[src/hdl/sem_pkg.sv]
// ----------------------------------------------------------------------------
// sem_pkg: shared types and constants for the sobel edge magnitude block
// Field widths, register indexes, reset values and the window column type.
// ----------------------------------------------------------------------------
`default_nettype none

package sem_pkg;

    localparam int MAX_WIDTH_DEF = 1024;

    localparam int PIX_W      = 8;
    localparam int FW_W       = 11;
    localparam int FH_W       = 16;
    localparam int CFG_DATA_W = 16;
    localparam int CFG_IDX_W  = 1;

    localparam logic [FW_W-1:0] FRAME_WIDTH_RST  = 11'd640;
    localparam logic [FH_W-1:0] FRAME_HEIGHT_RST = 16'd480;

    localparam logic [CFG_IDX_W-1:0] CFG_FRAME_WIDTH  = 1'd0;
    localparam logic [CFG_IDX_W-1:0] CFG_FRAME_HEIGHT = 1'd1;

    // signed gradient sum, |sum| <= 1020
    localparam int SUM_W = 11;

    localparam int SKID_DEPTH = 4;
    localparam int SKID_PTR_W = 2;
    localparam int SKID_CNT_W = 3;

    typedef struct packed {
        logic [PIX_W-1:0] top;
        logic [PIX_W-1:0] mid;
        logic [PIX_W-1:0] bot;
    } t_column;

    typedef struct packed {
        logic valid;
        logic last;
    } t_flags;

endpackage

`default_nettype wire

[src/hdl/sem_col_cell.sv]
// ----------------------------------------------------------------------------
// sem_col_cell: one column of the 3x3 window
// Holds top, middle and bottom pixel and passes them to the next cell on shift.
// ----------------------------------------------------------------------------
`default_nettype none

module sem_col_cell (
    input  wire logic            i_clk,
    input  wire logic            i_rst_n,
    input  wire logic            i_shift,
    input  wire sem_pkg::t_column i_col,
    output sem_pkg::t_column     o_col
);

    sem_pkg::t_column r_col;
    sem_pkg::t_column n_col;

    always_comb begin
        n_col = r_col;
        if (i_shift) begin
            n_col = i_col;
        end
    end

    always_ff @(posedge i_clk) begin
        if (!i_rst_n) begin
            r_col <= '0;
        end else begin
            r_col <= n_col;
        end
    end

    assign o_col = r_col;

endmodule

`default_nettype wire

[config.mk]
export PLATFORM = sky130hd
export DESIGN_NAME = sem_col_cell
export DESIGN_NICKNAME = d
export VERILOG_FILES = /design/src/hdl/sem_pkg.sv /design/src/hdl/sem_col_cell.sv
export SDC_FILE = /design/constraint.sdc
export NUM_CORES = 1
export LEC_CHECK = 0
export BUFFER_PORTS_ARGS = -buffer_cell sky130_fd_sc_hd__clkbuf_2
export CAP_MARGIN = 20
export CORE_MARGIN = 2
export CORE_UTILIZATION = 30
export CTS_BUF_LIST = sky130_fd_sc_hd__clkbuf_2
export DETAILED_ROUTE_END_ITERATION = 12
export HOLD_SLACK_MARGIN = 0.06
export MAX_ROUTING_LAYER = met4
export PLACE_DENSITY = 0.57
export SLEW_MARGIN = 0
export SYNTH_ARGS = -nofsm -noshare
export SYNTH_HDL_FRONTEND = slang
export SYNTH_SLANG_ARGS = --single-unit
[constraint.sdc]
create_clock -name i_clk -period 0.8 [get_ports i_clk]
set_input_delay 0.16 -clock i_clk [delete_from_list [all_inputs] [get_ports i_clk]]
set_output_delay 0.16 -clock i_clk [all_outputs]
set_load 0.005 [all_outputs]
==> out/summary.txt <==
Starting DRT DRC Count = 9
Synth Register Bits = 24
Grt ovf = 0
Antenna violations before repair = 0
Top-area cell type share of the netlist area = 0.5168
Syn_nets = 104
Clk Latency, worst-skew pair = 310 ps
Clk buf depth = 2
Clock sink count = 24
Reg2reg path depth = 2
Crit share post-route = 1.196
Slew @ Worst Pin = 384.3 ps
Failing checks = negative setup slack
Synth top cells by count = dfxtp_1 (24), mux2i_1 (24), nor2b_1 (24)
Hold crit path type = in2reg
Sequential fraction of the synthesis area = 0.5168
Pwr Density = 1638 nW/um2
Gpl congestion = 0.6415
Async SR Flop Fraction = 0
Antenna Nets Post-Route = 0
Antenna Cells = 0
Pre-CTS WS = -70.87 ps
Synth area leaders = dfxtp_1 (52%), mux2i_1 (26%), nor2b_1 (16%), buf_12 (4.3%), buf_6 (1.2%)
I/O pins = 51
Worst path bufs/invs = 1
Core Area = 3003 um2
Delay-heaviest family, CP = flip-flops
Area occupied by multi-input gates = 390.4 um2
Post-Route Skew = 0 ps
Req. time, crit path = 640 ps
Post-synth EDFFs = 0
Setup Viol. Count Final = 24
Non-filler instance count after layout = 161
Cell area after layout = 1270 um2
Post-CTS Setup Repair Bufs = 0
Peak Freq = 1046 MHz
Synthesis-to-layout area growth = 36.61%
Clock root cell = clkbuf_2
Worst setup endpoint = o_col[18]
Gr usage total = 0.1025
Placed instance area = 1202 um2
Critical path endpoint category = primary output
FF+latch area = 510.5 um2
R2R Path End = o_col[13]
FP Rows = 20
Cell count after synthesis = 77
Placed cell count = 157
Syn Area/Cell = 12.07 um2
Worst VDD drop = 1.103 mV
Status = complete, but fails checks
Vias per Instance = 4.273
Pleak = 0.6441 nW
CP Depth = 1
Critical Path AT = 800 ps
Vias = 688
RSZ-0062 raised after global routing = true
Fillers = 303
Final worst path period need = 956.5 ps
Crit-path cells = clkbuf_2
Port buffer count = 50
R2r startpoint = o_col[13]
Initial Util = 0.3096
Final Hold Violating Endpoints = 0
Synth warn = 0
Reg2reg setup slack = 170 ps
Largest net degree at the start of global routing = 25
Post-Synthesis Cell Area = 929.6 um2
Pre-Repair DR Iteration Count = 2
H-tree Lvls = 1
Post-Route WL = 1677 um
Die area = 3560 um2
Yosys top cell by area = dfxtp_1
CP max-delay cell = dfxtp_2
Setup Crit Path Kind = reg2out
Fin nets = 157
Post-route DRC = 0
Critical path launch point = o_col[18]
Share of post-route cells with drive strength above 1 = 0.6172
Final setup margin = -156.5 ps
Slew HR = 0.7438
Die extent in x = 59.67 um
TNS Setup = -3428 ps
Total CTS buffers = 3
CP Launch Type = flip-flop
Clk slew on worst S/H paths = 200 ps
CTS tree = built
Max cap viols = 0
Drt wl/cell = 10.42 um
Most used DFF post-synth = dfxtp_1
Max reg flops = 24
Count of different cell masters after synthesis = 6
Vias in the first global route = 653
First-pass GRT wire length = 2746 um
CP max FO = 2
Max-slew violation count = 0
Die Span Y = 59.67 um
CP peak stage delay = 380 ps
==> worst min-delay path by stage <==
stage | depth (start not counted) | end | startpoint | slack [ps]
finish | 3 | o_col[14] | i_col[14] | 90
detailed placement | 3 | o_col[10] | i_col[10] | 430
CTS | 3 | o_col[14] | i_col[14] | 60
global placement | 3 | o_col[2] | i_col[2] | 420
floorplan | 1 | o_col[15] | i_rst_n | 290
global route | 3 | o_col[10] | i_col[10] | 70
==> layout make-up <==
class	count	area share
sequential	24	0.4020
multi-input combinational	48	0.3074
clock buffer	3	0.01182
timing repair buffer	53	0.2463
tap	33	0.03251
==> layout by cell type, fill, tap and decap left out, drive strengths merged <==
| master | count |
|---|---|
| dfxtp | 24 |
| nor2b | 24 |
| clkbuf | 51 |
| dlygate4sd3 | 1 |
| buf | 4 |
| mux2i | 24 |
==> logic make-up (layout without fill, tap and decap cells) <==
logic type / count (synthesis) / count (layout) / synth area share
mux: 24 / 24 / 0.2584
flops: 24 / 24 / 0.5168
simple gates: 24 / 24 / 0.1615
buf+inv: 5 / 56 / 0.06326
==> worst min-delay path, cell delays in order <==
cell and delay (ps):
clkbuf_2 70, mux2i_1 50, nor2b_1 90
==> routing by layer <==
metal,global-route usage,share of wire,vias up
li1,-,-,354
met1,0.1356,0.47,301
met2,0.1568,0.44,33
met3,0.04329,0.091,0
met4,0,0,0
met5,-,0,-
==> per-stage QoR <==
step           hold slack [ps]  power, mW  utilization
3_5_place_dp             426.8      1.660       0.4004
6_report                 86.13      2.080       0.4229
2_1_floorplan            288.2      1.510            -
4_1_cts                  60.46      2.114       0.4188
3_3_place_gp             418.0      1.654       0.4004
5_1_grt                  66.37      2.192       0.4229
==> where the power goes <==
group | switching (mW) | total (mW) | internal [mW]
clock network | 0.322 | 0.424 | 0.102
registers | 0.0351 | 1.32 | 1.28
logic | 0.134 | 0.339 | 0.206
==> timing repair <==
| action | CTS | global route |
|---|---|---|
| endpoints found under the setup margin | 24 | 24 |
| gates resized for setup | 24 | 4 |
| hold endpoints to repair | 1 | 0 |
| hold buffers | 1 | 0 |
Power figures use the tool's default switching activity.
