[src/hdl/sem_pkg.sv]
// ----------------------------------------------------------------------------
// sem_pkg: shared types and constants for the sobel edge magnitude block
// Field widths, register indexes, reset values and the window column type.
// ----------------------------------------------------------------------------
`default_nettype none

package sem_pkg;

    localparam int MAX_WIDTH_DEF = 1024;

    localparam int PIX_W      = 8;
    localparam int FW_W       = 11;
    localparam int FH_W       = 16;
    localparam int CFG_DATA_W = 16;
    localparam int CFG_IDX_W  = 1;

    localparam logic [FW_W-1:0] FRAME_WIDTH_RST  = 11'd640;
    localparam logic [FH_W-1:0] FRAME_HEIGHT_RST = 16'd480;

    localparam logic [CFG_IDX_W-1:0] CFG_FRAME_WIDTH  = 1'd0;
    localparam logic [CFG_IDX_W-1:0] CFG_FRAME_HEIGHT = 1'd1;

    // signed gradient sum, |sum| <= 1020
    localparam int SUM_W = 11;

    localparam int SKID_DEPTH = 4;
    localparam int SKID_PTR_W = 2;
    localparam int SKID_CNT_W = 3;

    typedef struct packed {
        logic [PIX_W-1:0] top;
        logic [PIX_W-1:0] mid;
        logic [PIX_W-1:0] bot;
    } t_column;

    typedef struct packed {
        logic valid;
        logic last;
    } t_flags;

endpackage

`default_nettype wire

[src/hdl/sem_grad.sv]
// ----------------------------------------------------------------------------
// sem_grad: sobel gradient sums and magnitude
// Registers the horizontal and vertical sums of the window, then forms
// |sumh|/8 + |sumv|/8 from the registered sums.
// ----------------------------------------------------------------------------
`default_nettype none

module sem_grad (
    input  wire logic             i_clk,
    input  wire logic             i_rst_n,
    input  wire sem_pkg::t_column i_left,
    input  wire sem_pkg::t_column i_center,
    input  wire sem_pkg::t_column i_right,
    input  wire sem_pkg::t_flags  i_flags,
    output sem_pkg::t_flags       o_flags,
    output logic [sem_pkg::PIX_W-1:0] o_edge_value
);

    localparam int WS_W  = sem_pkg::PIX_W + 2;
    localparam int MAG_W = sem_pkg::SUM_W - 3;

    // x + 2y + z
    function automatic logic [WS_W-1:0] wsum(
        input logic [sem_pkg::PIX_W-1:0] x,
        input logic [sem_pkg::PIX_W-1:0] y,
        input logic [sem_pkg::PIX_W-1:0] z
    );
        return WS_W'(x) + {1'b0, y, 1'b0} + WS_W'(z);
    endfunction

    function automatic logic [MAG_W-1:0] mag8(input logic signed [sem_pkg::SUM_W-1:0] s);
        logic [sem_pkg::SUM_W-1:0] a;
        a = s[sem_pkg::SUM_W-1] ? sem_pkg::SUM_W'(-s) : sem_pkg::SUM_W'(s);
        return a[sem_pkg::SUM_W-1:3];
    endfunction

    logic signed [sem_pkg::SUM_W-1:0] r_sumh;
    logic signed [sem_pkg::SUM_W-1:0] r_sumv;
    logic signed [sem_pkg::SUM_W-1:0] n_sumh;
    logic signed [sem_pkg::SUM_W-1:0] n_sumv;
    sem_pkg::t_flags                  r_flags;

    always_comb begin
        n_sumh = $signed(sem_pkg::SUM_W'(wsum(i_right.top, i_right.mid, i_right.bot)))
               - $signed(sem_pkg::SUM_W'(wsum(i_left.top, i_left.mid, i_left.bot)));
        n_sumv = $signed(sem_pkg::SUM_W'(wsum(i_left.bot, i_center.bot, i_right.bot)))
               - $signed(sem_pkg::SUM_W'(wsum(i_left.top, i_center.top, i_right.top)));
    end

    always_ff @(posedge i_clk) begin
        r_sumh <= n_sumh;
        r_sumv <= n_sumv;
    end

    always_ff @(posedge i_clk) begin
        if (!i_rst_n) begin
            r_flags <= '0;
        end else begin
            r_flags <= i_flags;
        end
    end

    assign o_flags      = r_flags;
    assign o_edge_value = sem_pkg::PIX_W'(mag8(r_sumh)) + sem_pkg::PIX_W'(mag8(r_sumv));

endmodule

`default_nettype wire

[config.mk]
export PLATFORM = sky130hd
export DESIGN_NAME = sem_grad
export DESIGN_NICKNAME = d
export VERILOG_FILES = /design/src/hdl/sem_pkg.sv /design/src/hdl/sem_grad.sv
export SDC_FILE = /design/constraint.sdc
export NUM_CORES = 1
export LEC_CHECK = 0
export BUFFER_PORTS_ARGS = -buffer_cell sky130_fd_sc_hd__buf_2
export CAP_MARGIN = 15
export CORE_MARGIN = 2
export CORE_UTILIZATION = 55
export DETAILED_ROUTE_END_ITERATION = 16
export PLACE_DENSITY = 0.87
export SLEW_MARGIN = 20
export SYNTH_ARGS = -nofsm -noshare
export SYNTH_HDL_FRONTEND = slang
export SYNTH_SLANG_ARGS = --single-unit
[constraint.sdc]
create_clock -name i_clk -period 4.25 [get_ports i_clk]
set_input_delay 0.2125 -clock i_clk [delete_from_list [all_inputs] [get_ports i_clk]]
set_output_delay 0.2125 -clock i_clk [all_outputs]
set_load 0.02 [all_outputs]
==> flow_summary_export.csv <==
group,metric,value,unit
synth,yosysUniqueCellTypes,43,
drt,wirelength,6652,um
floorplanning,die_width,85.09,um
pwr,peakVddDrop,0.0008042,V
timing,setup-violations-final,0,
pwr,p_comb_share,81.6,%
clocking,hold_buffers,0,
synth,syn_avg_cell_area,9.108,um2
clocking,cts_sinks,24,
pwr,p_leak,2.299,nW
worst_setup_path,critical_path_class,"reg -> out",
final_layout,drive_gt1_share,19.25,%
global_routing,antenna_found_initial,0,
drt,vias_per_cell,4.975,
synth,post_synth_inst_count,397,
synth,yosys_warnings,0,
global_routing,grt_pass1_wl,12520,um
pwr,total_power,3.705,mW
synth,synth_edf_count,0,
floorplanning,die_h,85.09,um
clocking,clkSlewWorstSetupHoldPaths,0.09,ns
synth,synth_top_family_by_area,"adder cells",
worst_setup_path,worstPathArrival,3.44,ns
run,cap_violations,0,
worst_setup_path,crit_start,"r_sumv[2]",
drt,drtAntennaViolNets,0,
floorplanning,core,6350,um2
floorplanning,initial_core_util,56.95,%
place,gp_congestion,0.7939,
final_layout,utilization,65.71,%
place,placed_cell_area,4101,um2
synth,synth_top_area_share,34.88,%
timing,slew_headroom,68.65,%
clocking,cts_buffers,3,
worst_setup_path,critical_path.max_fanout,4,
synth,synth-main-ff-cell,"dfxtp_1",
global_routing,grt_pass1_vias,3134,
synth,yosys_register_bits,24,
timing,hold_viol,0,
timing,slew_violations,0,
final_layout,area_growth,15.40,%
global_routing,grt_overflow_total,0,
drt,drtIter0Drc,75,
synth,synthSimpleGateAreaFrac,10.17,%
drt,drt_drc_violations_left,0,
clocking,htree_levels,1,
global_routing,grt_use_total,20.96,%
pwr,seqPwrFrac,13.0,%
clocking,cts_tree,"yes",
place,dp_hpwl,6008,um
floorplanning,rows,29,
pwr,swShare,51.77,%
final_layout,nets,649,
drt,drt-wirelength-per-cell,11.99,um
place,place_worst_setup_slack,0.6107,ns
global_routing,grt_max_degree,15,
timing,fin_ws,0.5986,ns
pwr,p_sw,1.918,mW
final_layout,stdcell_area,4173,um2
status,status,"finished clean",
drt,vias,2761,
pwr,intPower,1.787,mW
drt,dr.pass1.iters,5,
worst_setup_path,end_kind,"output port",
worst_setup_path,crit_required,4.04,ns
synth,ys_seq_area_share,13.29,%
synth,netlist.top_cell.by_area,"fa_1",
synth,syn_nets,567,
floorplanning,die_area,7239,um2
timing,min_period,3.651,ns
min_path,hp-class,"in -> reg",
pwr,powerDensity,887.8,nW/um2
timing,worstMarginPinSlew,0.4659,ns
timing,fin_crit_sh,85.92,%
floorplanning,ios,86,
worst_setup_path,cp-endpoint,"o_edge_value[7]",
clocking,cts_buffer_depth,2,
worst_setup_path,start_kind,"register",
synth,synth_adder_area_share,45.61,%
synth,synth.area.mux_share,0.2768,%
place,port-buffer-count,77,
timing,rsz0062_at_grt,"false",
timing,fmax,273.9,MHz
timing,setup_tns,0,ns
final_layout,diodes,0,
pwr,p_clk_share,5.5,%
clocking,postCtsSetupRepairBufs,0,
synth,synth_xor_area_share,7.509,%
synth,synth_area,3616,um2
synth,synth_compound_area_share,8.201,%
clocking,clock-root-buffer,"clkbuf_8",
synth,async_flop_share,0,%
synth,synth_area_leaders,"fa_1 35%, inv_1 15%, dfxtp_1 13%",
clocking,cts_resized,0,
state kept, by name, indices dropped and copies added, names as in the netlist:
register  flops
o_flags       2
r_sumv       11
r_sumh       11
area by class of cell:
type,instances,area [um2]
clock buffers,3,41.29
clock inverters,1,30.03
fillers,513,2177
inverters,143,536.8
multi-input cells,229,2595
flip-flops and latches,24,480.5
well taps,77,96.34
repair buffers,78,392.9
power by group through the flow:
| stage | registers, mW | clock network, mW | logic (mW) |
|---|---|---|---|
| 6_report | 0.480 | 0.202 | 3.02 |
| 3_3_place_gp | 0.473 | 0 | 2.88 |
| 4_1_cts | 0.477 | 0.204 | 3.03 |
| 2_1_floorplan | 0.451 | 0 | 2.31 |
| 5_1_grt | 0.496 | 0.214 | 3.39 |
| 3_5_place_dp | 0.480 | 0 | 3.00 |
per-stage QoR:
step	instances	hold slack, ns
detailed placement	551	0.4228
global placement	551	0.4120
global route	555	0.1343
floorplan	397	0.3342
CTS	555	0.1369
finish	555	0.1387
Yosys cell counts, drive strengths merged, types with 3 or more instances:
library cell  instances
nor4b                 3
ha                   31
nand2                 8
xnor2                29
a21oi                12
nor4                  4
nand3                 6
inv                 143
nor2b                 4
a21o                  4
nor2                 14
o21ai                13
nand2b                3
and2                  3
o31ai                 3
fa                   63
dfxtp                24
logic make-up after synthesis:
| logic type | count (synthesis) |
|---|---|
| AND/OR/NAND/NOR | 57 |
| flip-flops | 24 |
| AO/OA/AOI/OAI | 46 |
| XOR/XNOR | 31 |
| adder cells (fa/ha/maj) | 94 |
| buffers and inverters | 144 |
| multiplexers | 1 |
worst min-delay path by stage:
stage                from  cells past startpoint          to
2_1_floorplan     i_rst_n                      1  o_flags[0]
3_3_place_gp   i_flags[1]                      2  o_flags[1]
3_5_place_dp   i_flags[1]                      2  o_flags[1]
4_1_cts        i_flags[1]                      2  o_flags[1]
5_1_grt        i_flags[0]                      2  o_flags[0]
6_report       i_flags[1]                      2  o_flags[1]
critical path, cell delays in order, from the launching register on:
cell,delay (ns)
dfxtp_1,0.32
or4_4,0.56
or3_2,0.45
o21ai_2,0.14
xnor2_1,0.13
ha_1,0.28
and3_1,0.16
a221oi_1,0.42
a21oi_1,0.15
xnor2_1,0.22
xnor2_1,0.15
buf_2,0.19
cell usage in the layout, fill, tap and decap left out, types with 8 or more instances in the layout:
master,synthesis,routed
buf_2,0,77
o21ai_0,12,12
inv_1,143,143
nand2_1,8,8
nor2_1,14,14
a21oi_1,12,12
ha_1,31,31
dfxtp_1,24,24
xnor2_1,29,29
fa_1,63,63
layer usage:
layer  up-vias  GRT usage (%)  wire [um]
met2        66          43.11       3789
met5         -              0          0
met1      1331          21.71       2476
li1       1350              -          -
met4         0          5.195        119
met3        14          3.016        267
Note: power is estimated with default switching activity, not from simulation.
